**config.mk**
```make
export PLATFORM = sky130hd
export DESIGN_NAME = aes128_key_expansion
export DESIGN_NICKNAME = d
export VERILOG_FILES = /design/src/rtl/aesk_pkg.sv /design/src/rtl/aesk_subword.sv /design/src/rtl/aesk_store.sv /design/src/rtl/aes128_key_expansion.sv
export SDC_FILE = /design/constraint.sdc
export NUM_CORES = 1
export LEC_CHECK = 0
export ABC_AREA = 1
export BUFFER_PORTS_ARGS = -buffer_cell sky130_fd_sc_hd__buf_2
export CORE_ASPECT_RATIO = 0.5
export CORE_MARGIN = 5
export CORE_UTILIZATION = 40
export DETAILED_ROUTE_END_ITERATION = 7
export PLACE_DENSITY_LB_ADDON = 0.08
export SLEW_MARGIN = 25
export SYNTH_ARGS = -nofsm -noshare
export SYNTH_HDL_FRONTEND = slang
export SYNTH_SLANG_ARGS = --single-unit
```
**constraint.sdc**
```tcl
create_clock -name clk -period 10.75 [get_ports clk]
set_clock_uncertainty 0.15 [all_clocks]
set_input_delay 0.5375 -clock clk [delete_from_list [all_inputs] [get_ports clk]]
set_output_delay 0.5375 -clock clk [all_outputs]
set_load 0.05 [all_outputs]
```
**src/rtl/aesk_pkg.sv**
```systemverilog
// ----------------------------------------------------------------------------
// aesk_pkg
// Shared constants, tables and types for the AES-128 key expansion block.
// ----------------------------------------------------------------------------
package aesk_pkg;

    localparam int ROUND_COUNT     = 10;
    localparam int WORDS_PER_ROUND = 4;

    localparam logic [3:0] ROUND_LAST = 4'(ROUND_COUNT);
    localparam logic [1:0] SLOT_LAST  = 2'(WORDS_PER_ROUND - 1);

    localparam logic [7:0] SBOX [256] = '{
        8'h63, 8'h7c, 8'h77, 8'h7b, 8'hf2, 8'h6b, 8'h6f, 8'hc5,
        8'h30, 8'h01, 8'h67, 8'h2b, 8'hfe, 8'hd7, 8'hab, 8'h76,
        8'hca, 8'h82, 8'hc9, 8'h7d, 8'hfa, 8'h59, 8'h47, 8'hf0,
        8'had, 8'hd4, 8'ha2, 8'haf, 8'h9c, 8'ha4, 8'h72, 8'hc0,
        8'hb7, 8'hfd, 8'h93, 8'h26, 8'h36, 8'h3f, 8'hf7, 8'hcc,
        8'h34, 8'ha5, 8'he5, 8'hf1, 8'h71, 8'hd8, 8'h31, 8'h15,
        8'h04, 8'hc7, 8'h23, 8'hc3, 8'h18, 8'h96, 8'h05, 8'h9a,
        8'h07, 8'h12, 8'h80, 8'he2, 8'heb, 8'h27, 8'hb2, 8'h75,
        8'h09, 8'h83, 8'h2c, 8'h1a, 8'h1b, 8'h6e, 8'h5a, 8'ha0,
        8'h52, 8'h3b, 8'hd6, 8'hb3, 8'h29, 8'he3, 8'h2f, 8'h84,
        8'h53, 8'hd1, 8'h00, 8'hed, 8'h20, 8'hfc, 8'hb1, 8'h5b,
        8'h6a, 8'hcb, 8'hbe, 8'h39, 8'h4a, 8'h4c, 8'h58, 8'hcf,
        8'hd0, 8'hef, 8'haa, 8'hfb, 8'h43, 8'h4d, 8'h33, 8'h85,
        8'h45, 8'hf9, 8'h02, 8'h7f, 8'h50, 8'h3c, 8'h9f, 8'ha8,
        8'h51, 8'ha3, 8'h40, 8'h8f, 8'h92, 8'h9d, 8'h38, 8'hf5,
        8'hbc, 8'hb6, 8'hda, 8'h21, 8'h10, 8'hff, 8'hf3, 8'hd2,
        8'hcd, 8'h0c, 8'h13, 8'hec, 8'h5f, 8'h97, 8'h44, 8'h17,
        8'hc4, 8'ha7, 8'h7e, 8'h3d, 8'h64, 8'h5d, 8'h19, 8'h73,
        8'h60, 8'h81, 8'h4f, 8'hdc, 8'h22, 8'h2a, 8'h90, 8'h88,
        8'h46, 8'hee, 8'hb8, 8'h14, 8'hde, 8'h5e, 8'h0b, 8'hdb,
        8'he0, 8'h32, 8'h3a, 8'h0a, 8'h49, 8'h06, 8'h24, 8'h5c,
        8'hc2, 8'hd3, 8'hac, 8'h62, 8'h91, 8'h95, 8'he4, 8'h79,
        8'he7, 8'hc8, 8'h37, 8'h6d, 8'h8d, 8'hd5, 8'h4e, 8'ha9,
        8'h6c, 8'h56, 8'hf4, 8'hea, 8'h65, 8'h7a, 8'hae, 8'h08,
        8'hba, 8'h78, 8'h25, 8'h2e, 8'h1c, 8'ha6, 8'hb4, 8'hc6,
        8'he8, 8'hdd, 8'h74, 8'h1f, 8'h4b, 8'hbd, 8'h8b, 8'h8a,
        8'h70, 8'h3e, 8'hb5, 8'h66, 8'h48, 8'h03, 8'hf6, 8'h0e,
        8'h61, 8'h35, 8'h57, 8'hb9, 8'h86, 8'hc1, 8'h1d, 8'h9e,
        8'he1, 8'hf8, 8'h98, 8'h11, 8'h69, 8'hd9, 8'h8e, 8'h94,
        8'h9b, 8'h1e, 8'h87, 8'he9, 8'hce, 8'h55, 8'h28, 8'hdf,
        8'h8c, 8'ha1, 8'h89, 8'h0d, 8'hbf, 8'he6, 8'h42, 8'h68,
        8'h41, 8'h99, 8'h2d, 8'h0f, 8'hb0, 8'h54, 8'hbb, 8'h16
    };

    // Round constant for round r (r >= 1), high byte of the word.
    function automatic logic [7:0] rcon(input logic [3:0] round);
        logic [7:0] rc;
        case (round)
            4'd1:    rc = 8'h01;
            4'd2:    rc = 8'h02;
            4'd3:    rc = 8'h04;
            4'd4:    rc = 8'h08;
            4'd5:    rc = 8'h10;
            4'd6:    rc = 8'h20;
            4'd7:    rc = 8'h40;
            4'd8:    rc = 8'h80;
            4'd9:    rc = 8'h1b;
            4'd10:   rc = 8'h36;
            default: rc = 8'h00;
        endcase
        return rc;
    endfunction

    // Memory port requests from the sequencer to the word store.
    typedef struct packed {
        logic        key_we;
        logic [1:0]  key_addr;
        logic [31:0] key_data;
        logic        win_we;
        logic [1:0]  win_addr;
        logic [31:0] win_data;
        logic        rd_en;
        logic [1:0]  rd_addr;
    } mem_req_t;

endpackage

```
**src/rtl/aesk_subword.sv**
```systemverilog
// ----------------------------------------------------------------------------
// aesk_subword
// RotWord followed by SubWord on one 32-bit schedule word.
// ----------------------------------------------------------------------------
module aesk_subword (
    input  logic [31:0] word_in,
    output logic [31:0] word_out
);

    logic [31:0] rot;

    assign rot = {word_in[23:0], word_in[31:24]};

    assign word_out = {aesk_pkg::SBOX[rot[31:24]], aesk_pkg::SBOX[rot[23:16]],
                       aesk_pkg::SBOX[rot[15:8]],  aesk_pkg::SBOX[rot[7:0]]};

endmodule

```
**src/rtl/aesk_store.sv**
```systemverilog
// ----------------------------------------------------------------------------
// aesk_store
// Key word memory and schedule window memory, both with registered reads.
// ----------------------------------------------------------------------------
module aesk_store (
    input  logic                clk,
    input  aesk_pkg::mem_req_t  req,
    output logic [31:0]         key_rdata,
    output logic [31:0]         win_rdata
);

    logic [31:0] key_mem [4];
    logic [31:0] win_mem [4];

    always_ff @(posedge clk)
    begin
        if (req.key_we)
        begin
            key_mem[req.key_addr] <= req.key_data;
        end
        if (req.win_we)
        begin
            win_mem[req.win_addr] <= req.win_data;
        end
        // hold read data while no read is requested
        if (req.rd_en)
        begin
            key_rdata <= key_mem[req.rd_addr];
            win_rdata <= win_mem[req.rd_addr];
        end
    end

endmodule

```
**src/rtl/aes128_key_expansion.sv**
```systemverilog
// out_valid rises after the request with position 3 is accepted, ST_RUN is entered and the first word is registered.
// Throughput: one schedule word per cycle while out_ready stays high, 44 per key.
// The next key word request is taken in the cycle after the last word is computed.
// Words at positions 0 to 2 are only stored and produce no result.
// Reset clears the sequencer and output valid; key memory is not cleared.
// ----------------------------------------------------------------------------
// aes128_key_expansion
// Collects a 128-bit key and streams its 44-word expanded schedule.
// ----------------------------------------------------------------------------
module aes128_key_expansion (
    input  logic        clk,
    input  logic        rst_n,
    input  logic        in_valid,
    output logic        in_ready,
    input  logic [31:0] key_word,
    input  logic [1:0]  word_position,
    output logic        out_valid,
    input  logic        out_ready,
    output logic [31:0] schedule_word,
    output logic [3:0]  round_number,
    output logic [1:0]  word_in_round,
    output logic        last_word
);

    typedef enum logic {ST_IDLE, ST_RUN} state_t;

    state_t      state_reg, state_next;
    logic [3:0]  round_reg, round_next;
    logic [1:0]  slot_reg, slot_next;
    logic [31:0] prev_reg, prev_next;
    logic        out_valid_reg, out_valid_next;
    logic [31:0] word_reg, word_next;
    logic [3:0]  oround_reg, oround_next;
    logic [1:0]  oslot_reg, oslot_next;
    logic        olast_reg, olast_next;

    aesk_pkg::mem_req_t req;
    logic [31:0] key_rdata, win_rdata;
    logic [31:0] sub_word;
    logic [31:0] new_word;
    logic        advance, in_fire, is_last;

    aesk_store u_store (
        .clk       (clk),
        .req       (req),
        .key_rdata (key_rdata),
        .win_rdata (win_rdata)
    );

    aesk_subword u_subword (
        .word_in  (prev_reg),
        .word_out (sub_word)
    );

    assign in_ready = (state_reg == ST_IDLE);
    assign in_fire  = in_valid && in_ready;
    assign advance  = (state_reg == ST_RUN) && (!out_valid_reg || out_ready);
    assign is_last  = (round_reg == aesk_pkg::ROUND_LAST) && (slot_reg == aesk_pkg::SLOT_LAST);

    always_comb
    begin
        if (round_reg == 4'd0)
        begin
            new_word = key_rdata;
        end
        else if (slot_reg == 2'd0)
        begin
            new_word = win_rdata ^ sub_word ^ {aesk_pkg::rcon(round_reg), 24'h000000};
        end
        else
        begin
            new_word = win_rdata ^ prev_reg;
        end
    end

    always_comb
    begin
        state_next     = state_reg;
        round_next     = round_reg;
        slot_next      = slot_reg;
        prev_next      = prev_reg;
        out_valid_next = out_valid_reg && !out_ready;
        word_next      = word_reg;
        oround_next    = oround_reg;
        oslot_next     = oslot_reg;
        olast_next     = olast_reg;

        req          = '0;
        req.key_addr = word_position;
        req.key_data = key_word;
        req.win_addr = slot_reg;
        req.win_data = new_word;

        case (state_reg)
            ST_IDLE:
            begin
                if (in_fire)
                begin
                    req.key_we = 1'b1;
                    if (word_position == aesk_pkg::SLOT_LAST)
                    begin
                        req.rd_en   = 1'b1;
                        req.rd_addr = 2'd0;
                        round_next  = 4'd0;
                        slot_next   = 2'd0;
                        state_next  = ST_RUN;
                    end
                end
            end
            ST_RUN:
            begin
                if (advance)
                begin
                    req.win_we     = 1'b1;
                    prev_next      = new_word;
                    out_valid_next = 1'b1;
                    word_next      = new_word;
                    oround_next    = round_reg;
                    oslot_next     = slot_reg;
                    olast_next     = is_last;
                    if (is_last)
                    begin
                        state_next = ST_IDLE;
                    end
                    else
                    begin
                        // fetch the next slot; never the entry being written
                        slot_next   = slot_reg + 2'd1;
                        round_next  = (slot_reg == aesk_pkg::SLOT_LAST) ? round_reg + 4'd1
                                                                        : round_reg;
                        req.rd_en   = 1'b1;
                        req.rd_addr = slot_reg + 2'd1;
                    end
                end
            end
            default:
            begin
                state_next = ST_IDLE;
            end
        endcase
    end

    always_ff @(posedge clk or negedge rst_n)
    begin
        if (!rst_n)
        begin
            state_reg     <= ST_IDLE;
            round_reg     <= 4'd0;
            slot_reg      <= 2'd0;
            out_valid_reg <= 1'b0;
        end
        else
        begin
            state_reg     <= state_next;
            round_reg     <= round_next;
            slot_reg      <= slot_next;
            out_valid_reg <= out_valid_next;
        end
    end

    always_ff @(posedge clk)
    begin
        prev_reg   <= prev_next;
        word_reg   <= word_next;
        oround_reg <= oround_next;
        oslot_reg  <= oslot_next;
        olast_reg  <= olast_next;
    end

    assign out_valid     = out_valid_reg;
    assign schedule_word = word_reg;
    assign round_number  = oround_reg;
    assign word_in_round = oslot_reg;
    assign last_word     = olast_reg;

    a_last_at_end: assert property (@(posedge clk) disable iff (!rst_n)
        out_valid_reg && olast_reg |->
            (oround_reg == aesk_pkg::ROUND_LAST) && (oslot_reg == aesk_pkg::SLOT_LAST))
        else $error("last_word flagged away from the final schedule word");

    a_start_run: assert property (@(posedge clk) disable iff (!rst_n)
        in_fire && (word_position == aesk_pkg::SLOT_LAST) |=> state_reg == ST_RUN)
        else $error("position 3 request did not start a run");

    a_win_write_in_run: assert property (@(posedge clk) disable iff (!rst_n)
        req.win_we |-> (state_reg == ST_RUN) && !req.key_we)
        else $error("window write outside a run");

    a_round_range: assert property (@(posedge clk) disable iff (!rst_n)
        round_reg <= aesk_pkg::ROUND_LAST)
        else $error("round counter out of range");

endmodule
```
==> key figures <==
Run status
  – Status: finished with violations
  – Failing checks: design-rule violations

Global route
  – Largest net degree at the start of global routing: 124
  – GR Overflow Total: 0
  – Vias in the first global route: 25120
  – First-pass GRT wire length: 157300 um
  – GRT Total Usage: 28.14%
  – Initial antenna violation count: 1

Placed design
  – Routability Congestion: 1.009
  – PortBufs: 78
  – Hpwl dp: 68300 um

Clock tree
  – Clock transition at the registers of the reported paths: 0.06 ns
  – Post-CTS Hold Fix Bufs: 1
  – CTS tree: done
  – # H-tree levels: 2
  – Setup Buffers After CTS: 0
  – Root Buffer: clkbuf_16
  – Resize count post-CTS: 0
  – Max clock buf depth: 3
  – CTS buffer count: 39
  – Clock sinks: 367
  – Clk_lat worst skew: 0.54 ns

Worst setup path
  – Worst reg2reg startpoint: schedule_word[16]$_DFFE_PP_
  – R2R Setup Slk: 6.69 ns
  – Crit Reg-Reg Endpoint: schedule_word[25]$_DFFE_PP_
  – Critical path required time: 10.79 ns
  – Worst setup path startpoint: schedule_word[16]$_DFFE_PP_
  – Startpoint Class: register
  – Crit path to: schedule_word[25]$_DFFE_PP_
  – Worst reg-to-reg path cell count: 14
  – Crit path max fanout: 12
  – Crit Path Category: register to register
  – Crit path DAT: 4.11 ns
  – Endpoint class of the critical path: register

Synthesis
  – Synthesis-stage register bit count: 367
  – Synth area leader: edfxtp_1
  – Post-Syn Instances: 3631
  – Area share of the largest cell type after synthesis: 40.86%
  – Async SR Flop Fraction: 2.180%
  – Avg Cell Area, Syn: 7.266 um2
  – Primary FF master, synth: edfxtp_1
  – Mapped Area: 26380 um2
  – Synth unique cells: 37
  – Top-count cell post-synth: nand2_1
  – Number of synthesized flops with an enable pin: 359
  – Post-synthesis sequential area ratio: 41.62%
  – List of most frequent post-synthesis cells: nand2_1, nand3_1, edfxtp_1, inv_1, nor2_1
  – Yosys warning count: 0
  – Syn nets: 3739
  – Dominant cells by area after synthesis: edfxtp_1, nand3_1, nand2_1

Hold path
  – Hold_sp: key_word[7]
  – Worst hold path type: input port to register

Final layout
  – Top flop regs: u_store.key_mem: 128 flops, u_store.win_mem: 128 flops
  – Share of cells above drive strength 1: 6.870%
  – Ant. Diodes: 0
  – Fillers: 6712
  – NumNets Final: 3658
  – Layout area overhead: 7.417%

STA
  – Fmax: 246.3 MHz
  – RSZ-0062 raised after global routing: no
  – Final min period: 4.061 ns
  – Tcrit/Tclk final: 37.78%
  – Worst-Margin Slew: 1.151 ns
  – Hold Vio Cnt, Final: 0
  – Endpoints failing setup: 0
  – Max-slew violations: 0
  – Max-Slew Margin vs Limit: 23.17%
  – Final TNS setup: 0 ns

Route
  – DR iter-0 viols: 4152
  – Final WL: 105500 um
  – DRC: 12
  – Post-DR wirelength/cell: 23.63 um
  – DRT antenna net count: 0
  – Via count: 27210
  – Drt pass-1 iters: 8
  – Vias per Instance: 6.094

Floorplanning
  – Initial Utilization: 40.49%
  – Core area: 65160 um2
  – Die X-Extent: 373.2 um
  – Top Ports: 79
  – Full die area: 71500 um2
  – Chip height: 191.6 um
  – Row count: 66

Job
  – Max-cap viol count: 0
==> layout by cell type (no fill, tap or decap), drive strengths merged, types with 6 or more instances in the layout <==
cell type,Yosys,routed
xor2,8,8
nor3,6,6
nand4,24,24
o21ai,147,147
dfrtp,8,8
ha,70,70
nor2,202,202
nand3b,10,10
edfxtp,359,359
a21oi,191,191
buf,168,134
nand3,936,936
a31oi,71,71
clkinv,3,16
inv,249,250
nand2,1000,1000
clkbuf,89,54
o211ai,14,14
o22ai,66,66
==> layer usage <==
layer / GRT usage [%] / vias to the layer above / part of all wire, %
met2: 43.63 / 1821 / 43
met5: 0 / - / 0.014
met4: 10.99 / 2 / 4.1
met3: 4.839 / 329 / 10
met1: 39.52 / 12690 / 42
li1: - / 12370 / -
==> logic make-up after synthesis <==
group / share of synthesized area, %
AOI/OAI and AO/OA: 10.17
xor gates and xnor gates: 0.3652
and+or+nand+nor: 36.16
buffers and inverters: 8.357
adders and majority gates: 3.320
DFF: 41.62
==> area by class of cell <==
class / instances / area (um2) / share of cell area [%]
timing repair buffer: 135 / 820.8 / 2.896
multi-input combinational: 2755 / 13260 / 46.78
tap: 884 / 1106 / 3.903
sequential: 367 / 10980 / 38.75
clock buffer: 54 / 1054 / 3.718
clock inverter: 18 / 161.4 / 0.5696
inverter: 252 / 959.7 / 3.386
==> per-stage QoR <==
step / instance area (um2) / utilization, % / hold WS, ns / std cells / setup WS (ns)
after global routing: 28340 / 43.49 / 0.03574 / 4465 / 6.592
after global placement: 27110 / 41.61 / 0.2595 / 4392 / 6.841
after floorplan: 26380 / - / 0.09191 / 3631 / 5.015
final: 28340 / 43.49 / 0.06159 / 4465 / 6.689
after detailed placement: 27110 / 41.61 / 0.2631 / 4392 / 6.884
after CTS: 28340 / 43.49 / 0.03494 / 4465 / 6.873
==> worst max-delay path, cell delays in order, from the launching register on <==
cell and delay (ns):
edfxtp_1 0.77, inv_2 0.32, ha_1 0.50, nand2_1 0.27, inv_1 0.12, nor2_1 0.37
nand2_1 0.12, o211ai_1 0.11, nand3_1 0.10, nand3_1 0.10, nand3_1 0.14, nand3_1 0.12
nand3_1 0.16, nand2_1 0.11, nand2_1 0.25
==> worst min path at each step <==
stage                                                   to  slack [ns]  depth (start not counted)
after floorplan                        out_valid$_DFF_PN0_        0.09                          0
after global placement                 out_valid$_DFF_PN0_        0.26                          1
after detailed placement               out_valid$_DFF_PN0_        0.26                          1
after CTS                 u_store.key_mem[2][27]$_DFFE_PP_        0.03                          1
after global routing       u_store.key_mem[3][7]$_DFFE_PP_        0.04                          1
final                      u_store.key_mem[1][7]$_DFFE_PP_        0.06                          1
Power is not shown: default switching activity piles up to over one toggle a cycle in this logic, so the estimate is an artifact.
